### src/ftms_pkg.sv
// shared types, constants and helpers of the fuzzy text match scorer
package ftms_pkg;

  localparam int CHAR_W    = 8;
  localparam int SCORE_W   = 21;
  localparam int KIND_W    = 3;
  localparam int CFG_W     = 32;
  localparam int CFG_IDX_W = 3;
  localparam int CFG_LEN_W = 5;
  localparam int WORD_CNT  = 4;
  localparam int CFG_CHARS = 16;

  typedef logic [CHAR_W-1:0] char_t;

  // one accepted text word after folding
  typedef struct packed {
    char_t text_char;
    logic  char_present;
    logic  last;
  } item_t;

  typedef enum logic [KIND_W-1:0] {
    KIND_NONE    = 3'd0,
    KIND_PREFIX  = 3'd1,
    KIND_SUBSTR  = 3'd2,
    KIND_SUBSEQ  = 3'd3,
    KIND_EMPTY   = 3'd4
  } kind_t;

  // configuration register indexes
  typedef enum logic [CFG_IDX_W-1:0] {
    REG_PATTERN_LENGTH = 3'd0,
    REG_PATTERN_WORD0  = 3'd1,
    REG_PATTERN_WORD1  = 3'd2,
    REG_PATTERN_WORD2  = 3'd3,
    REG_PATTERN_WORD3  = 3'd4
  } cfg_reg_t;

  // ascii lower-case fold, only A..Z change
  function automatic char_t fold(input char_t ch);
    char_t res;
    res = ch;
    if (ch >= 8'h41 && ch <= 8'h5a) begin
      res = ch + 8'h20;
    end
    return res;
  endfunction

endpackage

### src/ftms_ifs.sv
// valid/ready channel interfaces for text words and scores
interface ftms_in_if;
  logic            valid;
  logic            ready;
  ftms_pkg::char_t text_char;
  logic            char_present;
  logic            last;

  modport source (output valid, text_char, char_present, last, input ready);
  modport sink   (input valid, text_char, char_present, last, output ready);
endinterface

interface ftms_out_if;
  logic                                   valid;
  logic                                   ready;
  logic signed [ftms_pkg::SCORE_W-1:0]    score;
  logic [ftms_pkg::KIND_W-1:0]            match_kind;
  logic                                   length_saturated;

  modport source (output valid, score, match_kind, length_saturated, input ready);
  modport sink   (input valid, score, match_kind, length_saturated, output ready);
endinterface

### src/ftms_front.sv
// input side: accepts text words, folds case and drops empty non-final words
module ftms_front (
  ftms_in_if.sink          in_ch,
  input  logic             full,
  output logic             push,
  output ftms_pkg::item_t  push_item
);

  assign in_ch.ready = !full;

  // a word with no character and no last flag carries nothing
  assign push = in_ch.valid && !full && (in_ch.char_present || in_ch.last);

  always_comb begin
    push_item.text_char    = ftms_pkg::fold(in_ch.text_char);
    push_item.char_present = in_ch.char_present;
    push_item.last         = in_ch.last;
  end

endmodule

### src/ftms_queue.sv
// two-entry queue between the front and the scoring back end
module ftms_queue (
  input  logic             clk,
  input  logic             rst_n,
  input  logic             push,
  input  ftms_pkg::item_t  push_item,
  output logic             full,
  input  logic             pop,
  output ftms_pkg::item_t  head,
  output logic             head_valid
);

  ftms_pkg::item_t slot_r [2];
  logic            wr_ptr_r;
  logic            rd_ptr_r;
  logic [1:0]      count_r;

  assign full       = (count_r == 2'd2);
  assign head_valid = (count_r != 2'd0);
  assign head       = slot_r[rd_ptr_r];

  always_ff @(posedge clk) begin
    if (!rst_n) begin
      wr_ptr_r <= 1'b0;
      rd_ptr_r <= 1'b0;
      count_r  <= 2'd0;
    end else begin
      if (push) begin
        wr_ptr_r <= ~wr_ptr_r;
      end
      if (pop) begin
        rd_ptr_r <= ~rd_ptr_r;
      end
      count_r <= count_r + 2'(push) - 2'(pop);
    end
  end

  always_ff @(posedge clk) begin
    if (push) begin
      slot_r[wr_ptr_r] <= push_item;
    end
  end

  a_count_range: assert property (@(posedge clk) disable iff (!rst_n)
    count_r != 2'd3)
    else $error("queue count out of range");

  a_no_pop_empty: assert property (@(posedge clk) disable iff (!rst_n)
    pop |-> count_r != 2'd0)
    else $error("pop from empty queue");

  a_no_push_full: assert property (@(posedge clk) disable iff (!rst_n)
    push |-> count_r != 2'd2)
    else $error("push into full queue");

endmodule

### src/ftms_back.sv
// scoring back end: running match state per text and the result register
module ftms_back #(
  parameter int PATTERN_MAX   = 16,
  parameter int POSITION_BITS = 16,
  parameter int IDX_W         = 4,
  parameter int PL_W          = 5
) (
  input  logic                                  clk,
  input  logic                                  rst_n,
  input  ftms_pkg::item_t                       head,
  input  logic                                  head_valid,
  output logic                                  pop,
  input  logic [PL_W-1:0]                       plen,
  input  ftms_pkg::char_t [PATTERN_MAX-1:0]     pat_chars,
  ftms_out_if.source                            out_ch
);

  localparam int SUBS_W = 16;
  localparam int PW1    = POSITION_BITS + 1;
  localparam int SC_W   = 32;

  localparam logic [SUBS_W-1:0] PTS_CHAR     = 16'd10;
  localparam logic [SUBS_W-1:0] PTS_BOUNDARY = 16'd25;
  localparam logic [SC_W-1:0]   BASE_PREFIX  = 32'd1000;
  localparam logic [SC_W-1:0]   BASE_SUBSTR  = 32'd500;
  localparam logic [SC_W-1:0]   NO_MATCH     = '1;

  localparam ftms_pkg::char_t CH_SPACE = 8'h20;
  localparam ftms_pkg::char_t CH_SLASH = 8'h2f;
  localparam ftms_pkg::char_t CH_DOT   = 8'h2e;
  localparam ftms_pkg::char_t CH_DASH  = 8'h2d;
  localparam ftms_pkg::char_t CH_UNDER = 8'h5f;

  function automatic logic is_boundary(input ftms_pkg::char_t ch);
    return (ch == CH_SPACE) || (ch == CH_SLASH) || (ch == CH_DOT) ||
           (ch == CH_DASH) || (ch == CH_UNDER);
  endfunction

  // running text state
  logic [POSITION_BITS-1:0] pos_r, pos_nxt;
  logic                     sat_r, sat_nxt;
  logic                     occ_found_r, occ_found_nxt;
  logic [POSITION_BITS-1:0] occ_pos_r, occ_pos_nxt;
  logic [PL_W-1:0]          pidx_r, pidx_nxt;
  logic [IDX_W-1:0]         run_r, run_nxt;
  logic [SUBS_W-1:0]        subs_r, subs_nxt;
  logic                     prev_matched_r, prev_matched_nxt;
  ftms_pkg::char_t          prev_char_r, prev_char_nxt;
  logic [PATTERN_MAX-1:0]   mvec_r, mvec_nxt;

  // result register
  logic                        out_valid_r;
  logic [ftms_pkg::SCORE_W-1:0] out_score_r;
  ftms_pkg::kind_t             out_kind_r;
  logic                        out_sat_r;

  logic [PATTERN_MAX-1:0]      eq;
  logic [PL_W-1:0]             plen_m1;
  logic                        hit;
  logic                        at_max;
  logic                        sub_match;
  logic [IDX_W-1:0]            run_inc;
  logic [PW1-1:0]              occ_calc;
  logic [SC_W-1:0]             sc;
  ftms_pkg::kind_t             kd;

  assign pop = head_valid && (!head.last || !out_valid_r || out_ch.ready);

  always_comb begin
    for (int k = 0; k < PATTERN_MAX; k++) begin
      eq[k] = (head.text_char == pat_chars[k]);
    end
  end

  // next state when the head word is taken
  always_comb begin
    pos_nxt          = pos_r;
    sat_nxt          = sat_r;
    occ_found_nxt    = occ_found_r;
    occ_pos_nxt      = occ_pos_r;
    pidx_nxt         = pidx_r;
    run_nxt          = run_r;
    subs_nxt         = subs_r;
    prev_matched_nxt = prev_matched_r;
    prev_char_nxt    = prev_char_r;
    mvec_nxt         = mvec_r;
    at_max           = &pos_r;
    plen_m1          = plen - 1'b1;
    hit              = 1'b0;
    sub_match        = 1'b0;
    run_inc          = run_r + 1'b1;
    occ_calc         = PW1'(pos_r) + 1'b1 - PW1'(plen);

    if (head.char_present) begin
      if (at_max) begin
        sat_nxt = 1'b1;
      end else begin
        pos_nxt = pos_r + 1'b1;
      end

      // bit k: the last k+1 characters equal pattern characters 0..k
      mvec_nxt[0] = eq[0];
      for (int k = 1; k < PATTERN_MAX; k++) begin
        mvec_nxt[k] = mvec_r[k-1] && eq[k];
      end

      hit = (plen != '0) && mvec_nxt[plen_m1[IDX_W-1:0]];
      if (!occ_found_r && hit) begin
        occ_found_nxt = 1'b1;
        occ_pos_nxt   = occ_calc[POSITION_BITS-1:0];
      end

      // greedy subsequence
      sub_match = (pidx_r < plen) && eq[pidx_r[IDX_W-1:0]];
      if (sub_match) begin
        subs_nxt = subs_r + PTS_CHAR;
        if (prev_matched_r) begin
          run_nxt  = run_inc;
          subs_nxt = subs_nxt + (SUBS_W'(run_inc) << 4) - SUBS_W'(run_inc);
        end else begin
          run_nxt = '0;
        end
        if ((pos_r == '0) || is_boundary(prev_char_r)) begin
          subs_nxt = subs_nxt + PTS_BOUNDARY;
        end
        pidx_nxt = pidx_r + 1'b1;
      end
      prev_matched_nxt = sub_match;
      prev_char_nxt    = head.text_char;
    end
  end

  // score from the state after the final word
  always_comb begin
    sc = NO_MATCH;
    kd = ftms_pkg::KIND_NONE;
    if (plen == '0) begin
      sc = '0;
      kd = ftms_pkg::KIND_EMPTY;
    end else if (pos_nxt == '0) begin
      sc = NO_MATCH;
      kd = ftms_pkg::KIND_NONE;
    end else if (occ_found_nxt && (occ_pos_nxt == '0)) begin
      sc = BASE_PREFIX + SC_W'(plen) - SC_W'(pos_nxt);
      kd = ftms_pkg::KIND_PREFIX;
    end else if (occ_found_nxt) begin
      sc = BASE_SUBSTR - ((SC_W'(occ_pos_nxt) << 3) + (SC_W'(occ_pos_nxt) << 1));
      kd = ftms_pkg::KIND_SUBSTR;
    end else if (pidx_nxt == plen) begin
      sc = SC_W'(subs_nxt);
      kd = ftms_pkg::KIND_SUBSEQ;
    end
  end

  always_ff @(posedge clk) begin
    if (!rst_n || (pop && head.last)) begin
      pos_r          <= '0;
      sat_r          <= 1'b0;
      occ_found_r    <= 1'b0;
      occ_pos_r      <= '0;
      pidx_r         <= '0;
      run_r          <= '0;
      subs_r         <= '0;
      prev_matched_r <= 1'b0;
      prev_char_r    <= '0;
      mvec_r         <= '0;
    end else if (pop) begin
      pos_r          <= pos_nxt;
      sat_r          <= sat_nxt;
      occ_found_r    <= occ_found_nxt;
      occ_pos_r      <= occ_pos_nxt;
      pidx_r         <= pidx_nxt;
      run_r          <= run_nxt;
      subs_r         <= subs_nxt;
      prev_matched_r <= prev_matched_nxt;
      prev_char_r    <= prev_char_nxt;
      mvec_r         <= mvec_nxt;
    end
  end

  always_ff @(posedge clk) begin
    if (!rst_n) begin
      out_valid_r <= 1'b0;
    end else if (pop && head.last) begin
      out_valid_r <= 1'b1;
    end else if (out_ch.ready) begin
      out_valid_r <= 1'b0;
    end
  end

  always_ff @(posedge clk) begin
    if (pop && head.last) begin
      out_score_r <= sc[ftms_pkg::SCORE_W-1:0];
      out_kind_r  <= kd;
      out_sat_r   <= sat_nxt;
    end
  end

  assign out_ch.valid            = out_valid_r;
  assign out_ch.score            = out_score_r;
  assign out_ch.match_kind       = out_kind_r;
  assign out_ch.length_saturated = out_sat_r;

  a_sat_at_max: assert property (@(posedge clk) disable iff (!rst_n)
    sat_r |-> (&pos_r))
    else $error("saturation flag without full position counter");

  a_occ_behind_pos: assert property (@(posedge clk) disable iff (!rst_n)
    occ_found_r |-> (occ_pos_r <= pos_r))
    else $error("occurrence start beyond text position");

  a_run_bound: assert property (@(posedge clk) disable iff (!rst_n)
    PL_W'(run_r) <= pidx_r)
    else $error("run length exceeds matched pattern characters");

endmodule

### src/fuzzy_text_match_scorer_top.sv
// top level of the fuzzy text match scorer: config registers, front, queue, back
// a final word's score reaches out_ch through a queue slot and then the result register
// throughput: one text word per cycle while out_ch is not stalled, set by the state update
// in the back end; the two-entry queue and the output register let both sides stall
// reset (synchronous, rst_n low) clears the pattern registers to zero, the queue,
// the running text state and the output valid flag; no clearing pass is needed
module fuzzy_text_match_scorer_top #(
  parameter int PATTERN_MAX   = 16,
  parameter int POSITION_BITS = 16
) (
  input  logic                              clk,
  input  logic                              rst_n,
  ftms_in_if.sink                           in_ch,
  ftms_out_if.source                        out_ch,
  input  logic                              cfg_we,
  input  logic [ftms_pkg::CFG_IDX_W-1:0]    cfg_index,
  input  logic [ftms_pkg::CFG_W-1:0]        cfg_wdata
);

  // width of a pattern index and of a clamped pattern length
  localparam int IDX_W = (PATTERN_MAX > 1) ? $clog2(PATTERN_MAX) : 1;
  localparam int PL_W  = $clog2(PATTERN_MAX + 1);

  logic [ftms_pkg::CFG_LEN_W-1:0] len_r;
  logic [ftms_pkg::CFG_W-1:0]     word_r [ftms_pkg::WORD_CNT];

  logic [PL_W-1:0]                        plen;
  ftms_pkg::char_t [PATTERN_MAX-1:0]      pat_chars;

  logic             q_full;
  logic             q_push;
  ftms_pkg::item_t  q_push_item;
  logic             q_pop;
  ftms_pkg::item_t  q_head;
  logic             q_head_valid;

  // configuration writes, unknown indexes are dropped
  always_ff @(posedge clk) begin
    if (!rst_n) begin
      len_r <= '0;
      for (int w = 0; w < ftms_pkg::WORD_CNT; w++) begin
        word_r[w] <= '0;
      end
    end else if (cfg_we) begin
      case (cfg_index)
        ftms_pkg::REG_PATTERN_LENGTH: len_r     <= cfg_wdata[ftms_pkg::CFG_LEN_W-1:0];
        ftms_pkg::REG_PATTERN_WORD0:  word_r[0] <= cfg_wdata;
        ftms_pkg::REG_PATTERN_WORD1:  word_r[1] <= cfg_wdata;
        ftms_pkg::REG_PATTERN_WORD2:  word_r[2] <= cfg_wdata;
        ftms_pkg::REG_PATTERN_WORD3:  word_r[3] <= cfg_wdata;
        default: ;
      endcase
    end
  end

  // lengths past the pattern store clamp to its size
  assign plen = (32'(len_r) > 32'(PATTERN_MAX)) ? PL_W'(PATTERN_MAX) : PL_W'(len_r);

  // folded pattern characters; positions past the four words read as zero
  for (genvar k = 0; k < PATTERN_MAX; k++) begin : g_pat
    if (k < ftms_pkg::CFG_CHARS) begin : g_cfg
      assign pat_chars[k] = ftms_pkg::fold(word_r[k / 4][(k % 4) * 8 +: 8]);
    end else begin : g_zero
      assign pat_chars[k] = '0;
    end
  end

  ftms_front u_front (
    .in_ch     (in_ch),
    .full      (q_full),
    .push      (q_push),
    .push_item (q_push_item)
  );

  ftms_queue u_queue (
    .clk        (clk),
    .rst_n      (rst_n),
    .push       (q_push),
    .push_item  (q_push_item),
    .full       (q_full),
    .pop        (q_pop),
    .head       (q_head),
    .head_valid (q_head_valid)
  );

  ftms_back #(
    .PATTERN_MAX   (PATTERN_MAX),
    .POSITION_BITS (POSITION_BITS),
    .IDX_W         (IDX_W),
    .PL_W          (PL_W)
  ) u_back (
    .clk        (clk),
    .rst_n      (rst_n),
    .head       (q_head),
    .head_valid (q_head_valid),
    .pop        (q_pop),
    .plen       (plen),
    .pat_chars  (pat_chars),
    .out_ch     (out_ch)
  );

endmodule

### src/flat_wrapper.sv
// flat-port wrapper written by rule: the top's interface ports become plain ports
module fuzzy_text_match_scorer_top_flat 
#(
  parameter int PATTERN_MAX   = 16,
  parameter int POSITION_BITS = 16
)
  (clk, rst_n, cfg_we, cfg_index, cfg_wdata, in_ch_valid, in_ch_text_char, in_ch_char_present, in_ch_last, in_ch_ready, out_ch_valid, out_ch_score, out_ch_match_kind, out_ch_length_saturated, out_ch_ready);
  ftms_in_if in_ch_i ();
  ftms_out_if out_ch_i ();
  input  logic clk;
  input  logic rst_n;
  input  logic cfg_we;
  input  logic [ftms_pkg::CFG_IDX_W-1:0] cfg_index;
  input  logic [ftms_pkg::CFG_W-1:0] cfg_wdata;
  input wire logic [$bits(in_ch_i.valid)-1:0] in_ch_valid;
  input wire logic [$bits(in_ch_i.text_char)-1:0] in_ch_text_char;
  input wire logic [$bits(in_ch_i.char_present)-1:0] in_ch_char_present;
  input wire logic [$bits(in_ch_i.last)-1:0] in_ch_last;
  output wire logic [$bits(in_ch_i.ready)-1:0] in_ch_ready;
  output wire logic [$bits(out_ch_i.valid)-1:0] out_ch_valid;
  output wire logic [$bits(out_ch_i.score)-1:0] out_ch_score;
  output wire logic [$bits(out_ch_i.match_kind)-1:0] out_ch_match_kind;
  output wire logic [$bits(out_ch_i.length_saturated)-1:0] out_ch_length_saturated;
  input wire logic [$bits(out_ch_i.ready)-1:0] out_ch_ready;
  assign in_ch_i.valid = in_ch_valid;
  assign in_ch_i.text_char = in_ch_text_char;
  assign in_ch_i.char_present = in_ch_char_present;
  assign in_ch_i.last = in_ch_last;
  assign in_ch_ready = in_ch_i.ready;
  assign out_ch_valid = out_ch_i.valid;
  assign out_ch_score = out_ch_i.score;
  assign out_ch_match_kind = out_ch_i.match_kind;
  assign out_ch_length_saturated = out_ch_i.length_saturated;
  assign out_ch_i.ready = out_ch_ready;
  fuzzy_text_match_scorer_top #(.PATTERN_MAX(PATTERN_MAX), .POSITION_BITS(POSITION_BITS)) u_core (.clk(clk), .rst_n(rst_n), .in_ch(in_ch_i), .out_ch(out_ch_i), .cfg_we(cfg_we), .cfg_index(cfg_index), .cfg_wdata(cfg_wdata));
endmodule
### config.mk
export PLATFORM = sky130hd
export DESIGN_NAME = fuzzy_text_match_scorer_top_flat
export DESIGN_NICKNAME = d
export VERILOG_FILES = /design/src/ftms_pkg.sv /design/src/ftms_ifs.sv /design/src/ftms_front.sv /design/src/ftms_queue.sv /design/src/ftms_back.sv /design/src/fuzzy_text_match_scorer_top.sv /design/src/flat_wrapper.sv
export SDC_FILE = /design/constraint.sdc
export NUM_CORES = 1
export LEC_CHECK = 0
export ABC_AREA = 1
export BUFFER_PORTS_ARGS = -buffer_cell sky130_fd_sc_hd__buf_2
export CORE_AREA = 2 2 226 228
export DETAILED_ROUTE_END_ITERATION = 7
export DIE_AREA = 0 0 228 230
export GPL_TIMING_DRIVEN = 1
export HOLD_SLACK_MARGIN = 0.06
export PLACE_DENSITY = 0.64
export SLEW_MARGIN = 15
export SYNTH_ARGS = -nofsm -noshare
export SYNTH_HDL_FRONTEND = slang
export SYNTH_SLANG_ARGS = --single-unit
### constraint.sdc
create_clock -name clk -period 8 [get_ports clk]
set_input_delay 1.6 -clock clk [delete_from_list [all_inputs] [get_ports clk]]
set_output_delay 1.6 -clock clk [all_outputs]
set_load 0.1 [all_outputs]
==> results.json <==
{
  "synth_most_common_cell": "nand2_1",
  "total_leakage_power_nw": 10.35,
  "timing_hold_violations_final": 0,
  "min_from": "u_core.u_back.prev_char_r[7]$_SDFFE_PP0P_",
  "diodes": 0,
  "antenna_found_initial": 0,
  "setup_ws_ps": 1569,
  "gr-usage-all-layers": 0.2098,
  "intPower_mw": 4.217,
  "synth_edf_count": 173,
  "arrival_ps": 6720,
  "drv_cap": 0,
  "rows": 82,
  "seqPwrFrac": 0.233,
  "setup_viol": 0,
  "critPathCaptureType": "flip-flop",
  "dp_hpwl_um": 41290,
  "drv_slew": 0,
  "wl_per_cell_um": 15.66,
  "root_buffer": "clkbuf_16",
  "wl_um": 55380,
  "die-width_um": 228,
  "p_per_area_nw_per_um2": 378.8,
  "ys_seq_area_frac": 0.3572,
  "synth_cell_types": 55,
  "ctsResizeCount": 0,
  "yosys_warnings": 0,
  "worst_pin_slew_ps": 1066,
  "drive_gt1_frac": 0.07400,
  "numCtsBuffers": 31,
  "p_total_mw": 8.313,
  "overflow": 0,
  "drtIter0Drc": 1377,
  "whs_ps": 469.3,
  "cts_tree": "yes",
  "slowest_stage": "dfxtp_1",
  "tns_ps": 0,
  "synthTopCellsByCount": "nand2_1 (646), inv_1 (440), nor2_1 (362)",
  "synth_nets": 2971,
  "synth-main-ff-cell": "edfxtp_1",
  "via_per_inst": 5.121,
  "fmax_ghz": 0.1555,
  "p_switching_mw": 4.095,
  "areaGrowthSynthToFinish_pct": 10.77,
  "netlist_instances": 2787,
  "place_ws_ps": 1651,
  "post_cts_buffers": 0,
  "initial_core_util": 0.3973,
  "grt_max_degree": 50,
  "cts_buffer_depth": 3,
  "skew_ps": 21.70,
  "synth_top_cell_area_share": 0.2622,
  "htreeDepth": 1,
  "chipHeight_um": 230,
  "p_comb_frac": 0.580,
  "ant_nets": 0,
  "irDropWorstVdd_mv": 0.1977,
  "synth-seq-cells": 267,
  "grt_pass1_wl_um": 89790,
  "drc_errors": 0,
  "place.port_buffers": 76,
  "synth_top_area_cell": "edfxtp_1",
  "syn_area_um2": 19810,
  "clk_pin_slew_ps": 60,
  "layout_worst_path_cycle_share": 0.8039,
  "critPathLaunchType": "flip-flop",
  "fin_crit_ps": 6431,
  "worstPathMaxFanout": 17,
  "slowest_delay_ps": 760,
  "hold_class": "reg -> reg",
  "num_io_pins": 77,
  "ctsHoldBuffers": 0,
  "synth.area.top_cells": "edfxtp_1 (26%), nand2_1 (12%), dfxtp_1 (9.5%), inv_1 (8.3%), ha_1 (8.3%)",
  "outcome": "finished, final reports clean",
  "max_slew_margin": 0.2885,
  "grt_pass1_vias": 17260,
  "cpMostUsedCell": "nand2_1",
  "switching_share": 0.4927,
  "clk-insertion-delay-late_ps": 590,
  "core_area_um2": 49860,
  "dieArea_um2": 52440,
  "syn_avg_cell_area_um2": 7.109,
  "async_reset_ff_frac": 0,
  "cts.sinks": 267,
  "finish.net_count": 3025,
  "route.vias.total": 18110,
  "finalWeightedCongestion": 0.9006,
  "setup.worst_path.class": "reg -> reg",
  "clockPowerShare": 0.188,
  "rsz0062_at_grt": "no",
  "cp.required_ps": 8290,
  "first_pass_iters": 6
}
-- layout make-up --
cell class	count	area, µm²
repair buffers	89	478.0
clock inverters	24	319.1
flip-flops and latches	267	7077
well taps	672	840.8
fillers	5088	27920
multi-input cells	2000	10730
inverters	452	1709
clock buffers	33	793.3
-- state kept, by name, indices dropped and copies added, names as in the netlist, 3 cells and up, named ones only --
register / count
u_core.len_r: 5
u_core.u_back.mvec_r: 15
u_core.u_back.occ_pos_r: 16
u_core.u_back.out_ch.match_kind: 3
u_core.u_back.out_ch.score: 21
u_core.u_back.pidx_r: 5
u_core.u_back.pos_r: 16
u_core.u_back.prev_char_r: 8
u_core.u_back.run_r: 4
u_core.u_back.subs_r: 16
u_core.u_queue.slot_r: 20
u_core.word_r: 128
-- power by group through the flow --
stage	clock network, mW	logic, mW	registers, mW
2_1_floorplan	0	3.38	2.20
3_3_place_gp	0	4.69	1.95
3_5_place_dp	0	4.76	1.96
4_1_cts	1.59	4.79	1.93
5_1_grt	1.64	5.41	1.97
6_report	1.56	4.82	1.93
-- cells by family (layout without fill, tap and decap cells) --
group                      count (synthesis)  count (layout)  synth area share
DFF                                      267             267            0.3572
and+or+nand+nor                         1345            1345            0.2876
AOI/OAI and AO/OA                        394             394            0.1089
buffers and inverters                    520             598            0.1043
xor gates and xnor gates                 127             127           0.05614
adders and majority gates                134             134           0.08576
-- metrics by stage --
stage          instances    util  area [µm²]
2_1_floorplan       2787       -       19810
3_3_place_gp        3480  0.4177       20830
3_5_place_dp        3480  0.4177       20830
4_1_cts             3537  0.4400       21940
5_1_grt             3537  0.4401       21940
6_report            3537  0.4401       21940
-- layer usage --
layer	vias to the layer above	part of all wire	global-route usage
met1	8373	0.43	0.2669
li1	9124	-	-
met2	522	0.49	0.3761
met3	95	0.052	0.02393
met5	-	0	0
met4	0	0.024	0.05576
-- layout by cell type (no fill, tap or decap), drive strengths merged, types with 5 or more instances in the layout --
master,instances
buf,89
o21bai,11
a21oi,160
nor3,23
edfxtp,173
nor3b,6
a31oi,5
o211ai,15
clkbuf,33
or2,13
nand3,197
ha,131
dfxtp,94
bufinv,7
xnor2,30
xor2,97
clkinv,15
a211oi,8
o21ai,177
nor2,368
inv,452
nand4,63
a21o,5
nand2,667
-- path summary, 6_finish.rpt --
kind	end	cells after the start	slack (ps)
setup reg to reg	u_core.u_back.out_ch.score[17]$_SDFFCE_PP0P_	36	1570
hold / removal	u_core.u_back.prev_char_r[7]$_SDFFE_PP0P_	2	470
hold reg to reg	u_core.u_back.prev_char_r[7]$_SDFFE_PP0P_	2	470
setup / recovery	u_core.u_back.out_ch.score[17]$_SDFFCE_PP0P_	36	1570
-- critical path: cells and delay by family, from the launching register on --
| family | cells | cell delay [ps] |
|---|---|---|
| flip-flops | 1 | 760 |
| XOR/XNOR | 1 | 140 |
| adder cells (fa/ha/maj) | 1 | 390 |
| AO/OA/AOI/OAI | 12 | 2140 |
| buffers and inverters | 4 | 370 |
| AND/OR/NAND/NOR | 18 | 2300 |
No activity file was read; power rests on OpenSTA's default activity.
